$ cat src/hdl/pcm16_pkg.sv
// Shared types, register indexes and format decode for the PCM to s16 converter.
package pcm16_pkg;

  localparam int unsigned RawW    = 64;
  localparam int unsigned SampleW = 16;
  localparam int unsigned WidthW  = 7;
  localparam int unsigned CfgIdxW = 8;
  localparam int unsigned CfgDatW = 8;

  localparam logic [CfgIdxW-1:0] RegKind  = 8'd0;
  localparam logic [CfgIdxW-1:0] RegWidth = 8'd1;

  localparam logic KindInt   = 1'b0;
  localparam logic KindFloat = 1'b1;

  localparam logic [WidthW-1:0] KindWidthReset = 7'd16;

  typedef enum logic [2:0] {
    FMT_U8  = 3'd0,
    FMT_S16 = 3'd1,
    FMT_S24 = 3'd2,
    FMT_S32 = 3'd3,
    FMT_F32 = 3'd4,
    FMT_F64 = 3'd5,
    FMT_BAD = 3'd6
  } fmt_e;

  function automatic fmt_e decode_fmt(input logic kind, input logic [WidthW-1:0] width);
    fmt_e f;
    f = FMT_BAD;
    if (kind == KindInt) begin
      unique case (width)
        7'd8:    f = FMT_U8;
        7'd16:   f = FMT_S16;
        7'd24:   f = FMT_S24;
        7'd32:   f = FMT_S32;
        default: f = FMT_BAD;
      endcase
    end else begin
      unique case (width)
        7'd32:   f = FMT_F32;
        7'd64:   f = FMT_F64;
        default: f = FMT_BAD;
      endcase
    end
    return f;
  endfunction

endpackage

$ cat src/hdl/pcm_sample_to_16bit_converter.sv
// Top level: PCM sample to signed 16-bit converter with config registers.
//
// Usage:
//   Input transaction: raw_sample_i is taken at a rising edge where start_i is
//   high and busy_o is low. busy_o stays low, so one sample per cycle is taken.
//   Result: sample_out_o and format_error_o are shown for one cycle with done_o
//   high, once the sample has passed the input register and the result
//   register. The receiver cannot stall; every result is taken in the cycle it
//   appears.
//   Throughput: 1 sample per cycle. Path: input register, then the
//   conversion logic into the result register.
//   Config: cfg_valid_i/cfg_ready_o write channel. Index 0 is the sample kind
//   (0 integer, 1 float), index 1 the sample width. Other indexes are dropped.
//   Write config only while no sample is in flight.
//   Reset: kind 0, width 16, no results pending.
//   Unsupported kind/width pairs give 0 with format_error_o set.
module pcm_sample_to_16bit_converter (
  input  logic                                 clk_i,
  input  logic                                 rst_ni,
  input  logic                                 start_i,
  output logic                                 busy_o,
  input  logic [pcm16_pkg::RawW-1:0]           raw_sample_i,
  output logic                                 done_o,
  output logic signed [pcm16_pkg::SampleW-1:0] sample_out_o,
  output logic                                 format_error_o,
  input  logic                                 cfg_valid_i,
  output logic                                 cfg_ready_o,
  input  logic [pcm16_pkg::CfgIdxW-1:0]        cfg_index_i,
  input  logic [pcm16_pkg::CfgDatW-1:0]        cfg_data_i
);

  logic                                 kind_q;
  logic [pcm16_pkg::WidthW-1:0]         width_q;
  logic                                 in_vld_q;
  logic [pcm16_pkg::RawW-1:0]           raw_q;
  pcm16_pkg::fmt_e                      fmt_q;
  logic                                 accept;
  logic signed [pcm16_pkg::SampleW-1:0] flt_res;
  logic signed [pcm16_pkg::SampleW-1:0] res_d;
  logic                                 err_d;
  logic                                 out_vld_q;
  logic signed [pcm16_pkg::SampleW-1:0] res_q;
  logic                                 err_q;
  logic [15:0]                          u8_wide;

  assign busy_o      = 1'b0;
  assign cfg_ready_o = 1'b1;
  assign accept      = start_i && !busy_o;

  always_ff @(posedge clk_i or negedge rst_ni) begin
    if (!rst_ni) begin
      kind_q  <= pcm16_pkg::KindInt;
      width_q <= pcm16_pkg::KindWidthReset;
    end else if (cfg_valid_i && cfg_ready_o) begin
      if (cfg_index_i == pcm16_pkg::RegKind) begin
        kind_q <= cfg_data_i[0];
      end else if (cfg_index_i == pcm16_pkg::RegWidth) begin
        width_q <= cfg_data_i[pcm16_pkg::WidthW-1:0];
      end
    end
  end

  // Input register: format is decoded at capture time.
  always_ff @(posedge clk_i or negedge rst_ni) begin
    if (!rst_ni) begin
      in_vld_q <= 1'b0;
    end else begin
      in_vld_q <= accept;
    end
  end

  always_ff @(posedge clk_i) begin
    if (accept) begin
      raw_q <= raw_sample_i;
      fmt_q <= pcm16_pkg::decode_fmt(kind_q, width_q);
    end
  end

  pcm16_float_conv u_flt (
    .raw_i    (raw_q),
    .is_f64_i (fmt_q == pcm16_pkg::FMT_F64),
    .sample_o (flt_res)
  );

  assign u8_wide = {raw_q[7:0], raw_q[7:0]} - 16'h8000;

  always_comb begin
    err_d = 1'b0;
    unique case (fmt_q)
      pcm16_pkg::FMT_U8:                    res_d = $signed(u8_wide);
      pcm16_pkg::FMT_S16:                   res_d = $signed(raw_q[15:0]);
      pcm16_pkg::FMT_S24:                   res_d = $signed(raw_q[23:8]);
      pcm16_pkg::FMT_S32:                   res_d = $signed(raw_q[31:16]);
      pcm16_pkg::FMT_F32, pcm16_pkg::FMT_F64: res_d = flt_res;
      default: begin
        res_d = '0;
        err_d = 1'b1;
      end
    endcase
  end

  always_ff @(posedge clk_i or negedge rst_ni) begin
    if (!rst_ni) begin
      out_vld_q <= 1'b0;
    end else begin
      out_vld_q <= in_vld_q;
    end
  end

  always_ff @(posedge clk_i) begin
    if (in_vld_q) begin
      res_q <= res_d;
      err_q <= err_d;
    end
  end

  assign done_o         = out_vld_q;
  assign sample_out_o   = res_q;
  assign format_error_o = err_q;

  a_err_zero: assert property (@(posedge clk_i) disable iff (!rst_ni)
    (done_o && format_error_o) |-> (sample_out_o == 16'sd0))
    else $error("error result with nonzero sample");

  a_latency: assert property (@(posedge clk_i) disable iff (!rst_ni)
    accept |-> ##2 done_o)
    else $error("accepted sample produced no result");

  a_no_spurious: assert property (@(posedge clk_i) disable iff (!rst_ni)
    (done_o && $past(rst_ni, 2)) |-> $past(accept, 2))
    else $error("result without accepted sample");

endmodule

$ cat src/hdl/pcm16_float_conv.sv
// IEEE float to s16: scale by 32767, round to input precision, truncate, saturate.
module pcm16_float_conv (
  input  logic [pcm16_pkg::RawW-1:0]           raw_i,
  input  logic                                 is_f64_i,
  output logic signed [pcm16_pkg::SampleW-1:0] sample_o
);

  localparam int unsigned QW = 68;
  localparam int unsigned RW = 55;

  logic               sgn;
  logic [10:0]        efld;
  logic               exp_ones;
  logic               exp_zero;
  logic               frac_nz;
  logic [51:0]        frac;
  logic signed [12:0] e_unb;
  logic [52:0]        mant;
  logic [QW-1:0]      q;
  logic [5:0]         drop;
  logic [QW-1:0]      rmask;
  logic [QW-1:0]      kept;
  logic               rnd_bit;
  logic               sticky;
  logic               rnd_up;
  logic [RW-1:0]      r;
  logic signed [12:0] n;
  logic [RW-1:0]      mag;
  logic               sat;

  always_comb begin
    if (is_f64_i) begin
      sgn      = raw_i[63];
      efld     = raw_i[62:52];
      frac     = raw_i[51:0];
      exp_ones = (raw_i[62:52] == 11'h7FF);
      exp_zero = (raw_i[62:52] == 11'h000);
      e_unb    = $signed({2'b00, efld}) - 13'sd1023;
    end else begin
      sgn      = raw_i[31];
      efld     = {3'b000, raw_i[30:23]};
      frac     = {raw_i[22:0], 29'd0};
      exp_ones = (raw_i[30:23] == 8'hFF);
      exp_zero = (raw_i[30:23] == 8'h00);
      e_unb    = $signed({2'b00, efld}) - 13'sd127;
    end
    frac_nz = |frac;
    mant    = {1'b1, frac};
    // x * 32767 == (x << 15) - x
    q       = {mant, 15'd0} - {15'd0, mant};
    drop    = (is_f64_i ? 6'd14 : 6'd43) + {5'd0, q[QW-1]};
    rmask   = {{(QW-1){1'b0}}, 1'b1} << (drop - 6'd1);
    kept    = q >> drop;
    rnd_bit = |(q & rmask);
    sticky  = |(q & (rmask - {{(QW-1){1'b0}}, 1'b1}));
    rnd_up  = rnd_bit & (sticky | kept[0]);
    r       = kept[RW-1:0] + {{(RW-1){1'b0}}, rnd_up};
    n       = 13'sd52 - $signed({7'd0, drop}) - e_unb;
    mag     = '0;
    sat     = 1'b0;
    if (e_unb > 13'sd15) begin
      sat = 1'b1;
    end else if (e_unb < -13'sd16) begin
      mag = '0;
    end else if (n <= 13'sd0) begin
      sat = 1'b1;
    end else begin
      mag = r >> n[5:0];
    end

    if (exp_ones && frac_nz) begin
      sample_o = -16'sd32768;
    end else if (exp_zero) begin
      sample_o = '0;
    end else if (exp_ones || sat) begin
      sample_o = sgn ? -16'sd32768 : 16'sd32767;
    end else if (!sgn) begin
      sample_o = (mag > 55'd32767) ? 16'sd32767 : $signed(mag[15:0]);
    end else begin
      sample_o = (mag >= 55'd32768) ? -16'sd32768 : -$signed(mag[15:0]);
    end
  end

endmodule
$ cat config.mk
export PLATFORM = sky130hd
export DESIGN_NAME = pcm_sample_to_16bit_converter
export DESIGN_NICKNAME = d
export VERILOG_FILES = /design/src/hdl/pcm16_pkg.sv /design/src/hdl/pcm_sample_to_16bit_converter.sv /design/src/hdl/pcm16_float_conv.sv
export SDC_FILE = /design/constraint.sdc
export NUM_CORES = 1
export LEC_CHECK = 0
export ABC_AREA = 1
export ABC_CLOCK_PERIOD_IN_PS = 10600
export CORE_ASPECT_RATIO = 2
export CORE_MARGIN = 3
export CORE_UTILIZATION = 35
export DETAILED_ROUTE_END_ITERATION = 10
export DONT_BUFFER_PORTS = 1
export RECOVER_POWER = 50
export SYNTH_ARGS = -nofsm -noshare
export SYNTH_HDL_FRONTEND = slang
export SYNTH_SLANG_ARGS = --single-unit
$ cat constraint.sdc
create_clock -name clk_i -period 10.6 [get_ports clk_i]
set_input_delay 0 -clock clk_i [delete_from_list [all_inputs] [get_ports clk_i]]
set_output_delay 0 -clock clk_i [all_outputs]
set_load 0.1 [all_outputs]
==> out/qor.txt <==
Pleak -> 0.0117 uW
most frequent cells in the layout -> 1,284 x nand2_1, 957 x nand3_1, 418 x inv_1
post-place setup slack -> 1.06 ns
Max rail drop VDD -> 147 uV
final wirelength -> 120 mm
minimum clock period -> 10.05 ns
DIE AREA -> 63,000 um^2
first-pass GRT wire length -> 172 mm
commonest non-fill, non-tap cell in the layout -> nand2_1
Cell variety after synth -> 59
most area-hungry cell type in the Yosys netlist -> nand2_1
Initial Util -> 35.4%
clk_skew -> 0.0140 ns
CP max stage delay -> 0.54 ns
fillers -> 6,837
Reg area -> 2770 um^2
Startpoint Class -> flop
fmax -> 99.5 MHz
main flop type after synthesis -> edfxtp_1
setup slack after layout -> 0.554 ns
Max stage delay cell, worst path -> edfxtp_1
Worst Path Required -> 10.70 ns
status -> finished, violations left
failing checks -> max-capacitance violations, max-slew violations
Layout Nets -> 4,172
vias in the first global route -> 27,000
# clock sinks -> 94
GRT Total Usage -> 37.3%
Fin. Hold Viols -> 0
Max Transition Viols Final -> 69
Die W -> 179 um
Post-synth EDFFs -> 84
Worst Tran Pin Value -> 3.69 ns
buffers and inverters on the worst path -> 6
gpl congestion -> 1.13
cells after synthesis -> 3,990
critical path's most frequent cell -> nand3_1
hpwl dp -> 98.3 mm
Post-route DRC -> 0
Worst Path Arrival -> 10.14 ns
post-route ant nets -> 0
DR WL/cell -> 25.0 um
via/cell ratio -> 5.82
CP top delay family -> simple AND/OR/NAND/NOR gates
sequential element share of the synthesized area -> 13.2%
multi-input logic area -> 15,800 um^2
number of antenna diodes -> 0
H-tree lvl count -> 3
Vias -> 28,000
Synth top area share -> 23.0%
pin count of the biggest net entering global routing -> 70
Setup crit end kind -> flop
ys async rst share -> 10.6%
CP Class -> reg -> reg
num ports -> 104
Skew-Pair Late Insertion Delay -> 0.36 ns
CTS tree -> built
share of the core filled with cells -> 39.0%
share of cells above drive strength 1 -> 6.78%
final setup fails -> 0
Root Buffer -> clkbuf_16
Hold WC Path Type -> in -> async
Iteration-0 DRC Markers -> 2,770
synth warn -> 0
area grow syn2layout -> 9.90%
cts bufs inserted -> 9
Syn Area/Cell -> 5.25 um^2
Setup Buffers After CTS -> 0
Reg clk slew, reported paths -> 0.07 ns
PortBufs -> 0
post-synthesis register bit count -> 94
CORE AREA -> 59,100 um^2
CTS Buffer Depth -> 2
Area contributors post-synth -> nand2_1 23%, nand3_1 23%, edfxtp_1 12%
period utilisation layout -> 94.8%
Site Rows -> 126
relative slew slack -> -146%
initial antenna violation count -> 0
worst-path maximum fanout -> 26
drt first pass iters -> 8
RSZ-0062 raised after global routing -> no
GRT overflow -> 0
mapped cell area -> 21,000 um^2
setup TNS -> 0 ns
die span in y -> 352 um
Max Cap Violations -> 1
PD cells -> 118 nW/um^2
[registers in the layout, indices dropped and copies added (netlist names)]
register	cells
format_error_o	1
width_q	7
kind_q	1
raw_q	64
in_vld_q	1
sample_out_o	16
fmt_q	3
done_o	1
[timing repair]
action | 4_1_cts | 5_1_grt
endpoints found under the hold margin | 150 | 0
hold buffers | 75 | 0
setup endpoints to repair | 0 | 12
resized for setup | 0 | 1
[stage by stage]
| step | total power [uW] | hold WS (ns) | instances | instance area (um^2) |
|---|---|---|---|---|
| after global placement | 2280 | -0.295 | 4719 | 22000 |
| after global routing | 2890 | 0.0551 | 4809 | 23000 |
| after detailed placement | 2280 | -0.295 | 4719 | 22000 |
| after floorplan | 1690 | -0.296 | 3994 | 21000 |
| final | 2720 | 0.0396 | 4809 | 23000 |
| after CTS | 2630 | 0.0521 | 4809 | 23100 |
[Yosys cell counts (6+ instances only)]
cell and number:
nand2_1 1285, nand3_1 957, inv_1 420, nor2_1 392, nand4_1 116, a21oi_1 96, edfxtp_1 84, o21ai_0 71
buf_2 50, ha_1 50, nor2_2 48, nor3_1 46, buf_1 31, clkbuf_1 31, nand3_2 22, xor2_1 22
o21ai_1 21, inv_2 20, o22ai_1 18, nand2_2 15, nor4_1 14, a31oi_1 12, and2_1 12, buf_4 12
buf_6 12, nor2_4 11, o211ai_1 11, xnor2_1 10, clkinv_1 9, dfrtp_1 9, o21ai_2 9, o21bai_1 9
or2_2 7, mux2_2 6, nand3b_1 6
[where the power goes]
group,total [uW],switching [uW],internal (uW)
logic,1880,1380,502
registers,515,73.8,441
clock network,325,142,183
total,2720,1590,1130
[metal layers]
layer	part of all wire, %	routed length [um]	up-vias	track usage (%)
li1	-	-	13300	-
met1	30	36000	12700	33.1
met2	50	59800	1349	65.7
met3	5.7	6910	591	6.32
met4	15	17600	0	41.5
met5	0	0	-	0
[cell type report]
| cell class | count | share of cell area [%] |
|---|---|---|
| Tap cell | 768 | 4.17 |
| Multi-Input combinational cell | 3310 | 68.6 |
| Inverter | 451 | 7.37 |
| Clock inverter | 6 | 0.299 |
| Timing Repair Buffer | 171 | 6.53 |
| Clock buffer | 9 | 0.978 |
| Sequential cell | 94 | 12.0 |
[final timing paths]
path	from	to	slack, ns	cells past startpoint
max	fmt_q[1]	sample_out_o[2]	0.55	46
min	rst_ni	width_q[3]	0.04	1
max reg2reg	fmt_q[1]	sample_out_o[2]	0.55	46
min reg2reg	width_q[0]	width_q[0]	0.49	2
max in group asynchronous	rst_ni	width_q[4]	10.21	1
min in group clk_i	cfg_index_i[0]	width_q[0]	0.10	2
[cell families (layout without fill, tap and decap cells)]
| family | Yosys count | after routing | synth area share (%) |
|---|---|---|---|
| adder cells (fa/ha/maj) | 51 | 51 | 3.08 |
| AO/OA/AOI/OAI | 270 | 270 | 7.37 |
| multiplexers | 6 | 6 | 0.322 |
| buffers and inverters | 590 | 637 | 11.7 |
| AND/OR/NAND/NOR | 2945 | 2945 | 62.9 |
| flip-flops | 94 | 94 | 13.2 |
| XOR/XNOR | 32 | 32 | 1.34 |
| other | 2 | 6 | 0.0358 |
[worst reg2reg max path, delay by kind of cell, from the launching register on]
family	cells	cell delay, ns
and+or+nand+nor	38	6.86
buffers and inverters	6	1.55
adders and majority gates	2	0.84
DFF	1	0.54
No activity file was read; power rests on OpenSTA's default activity.
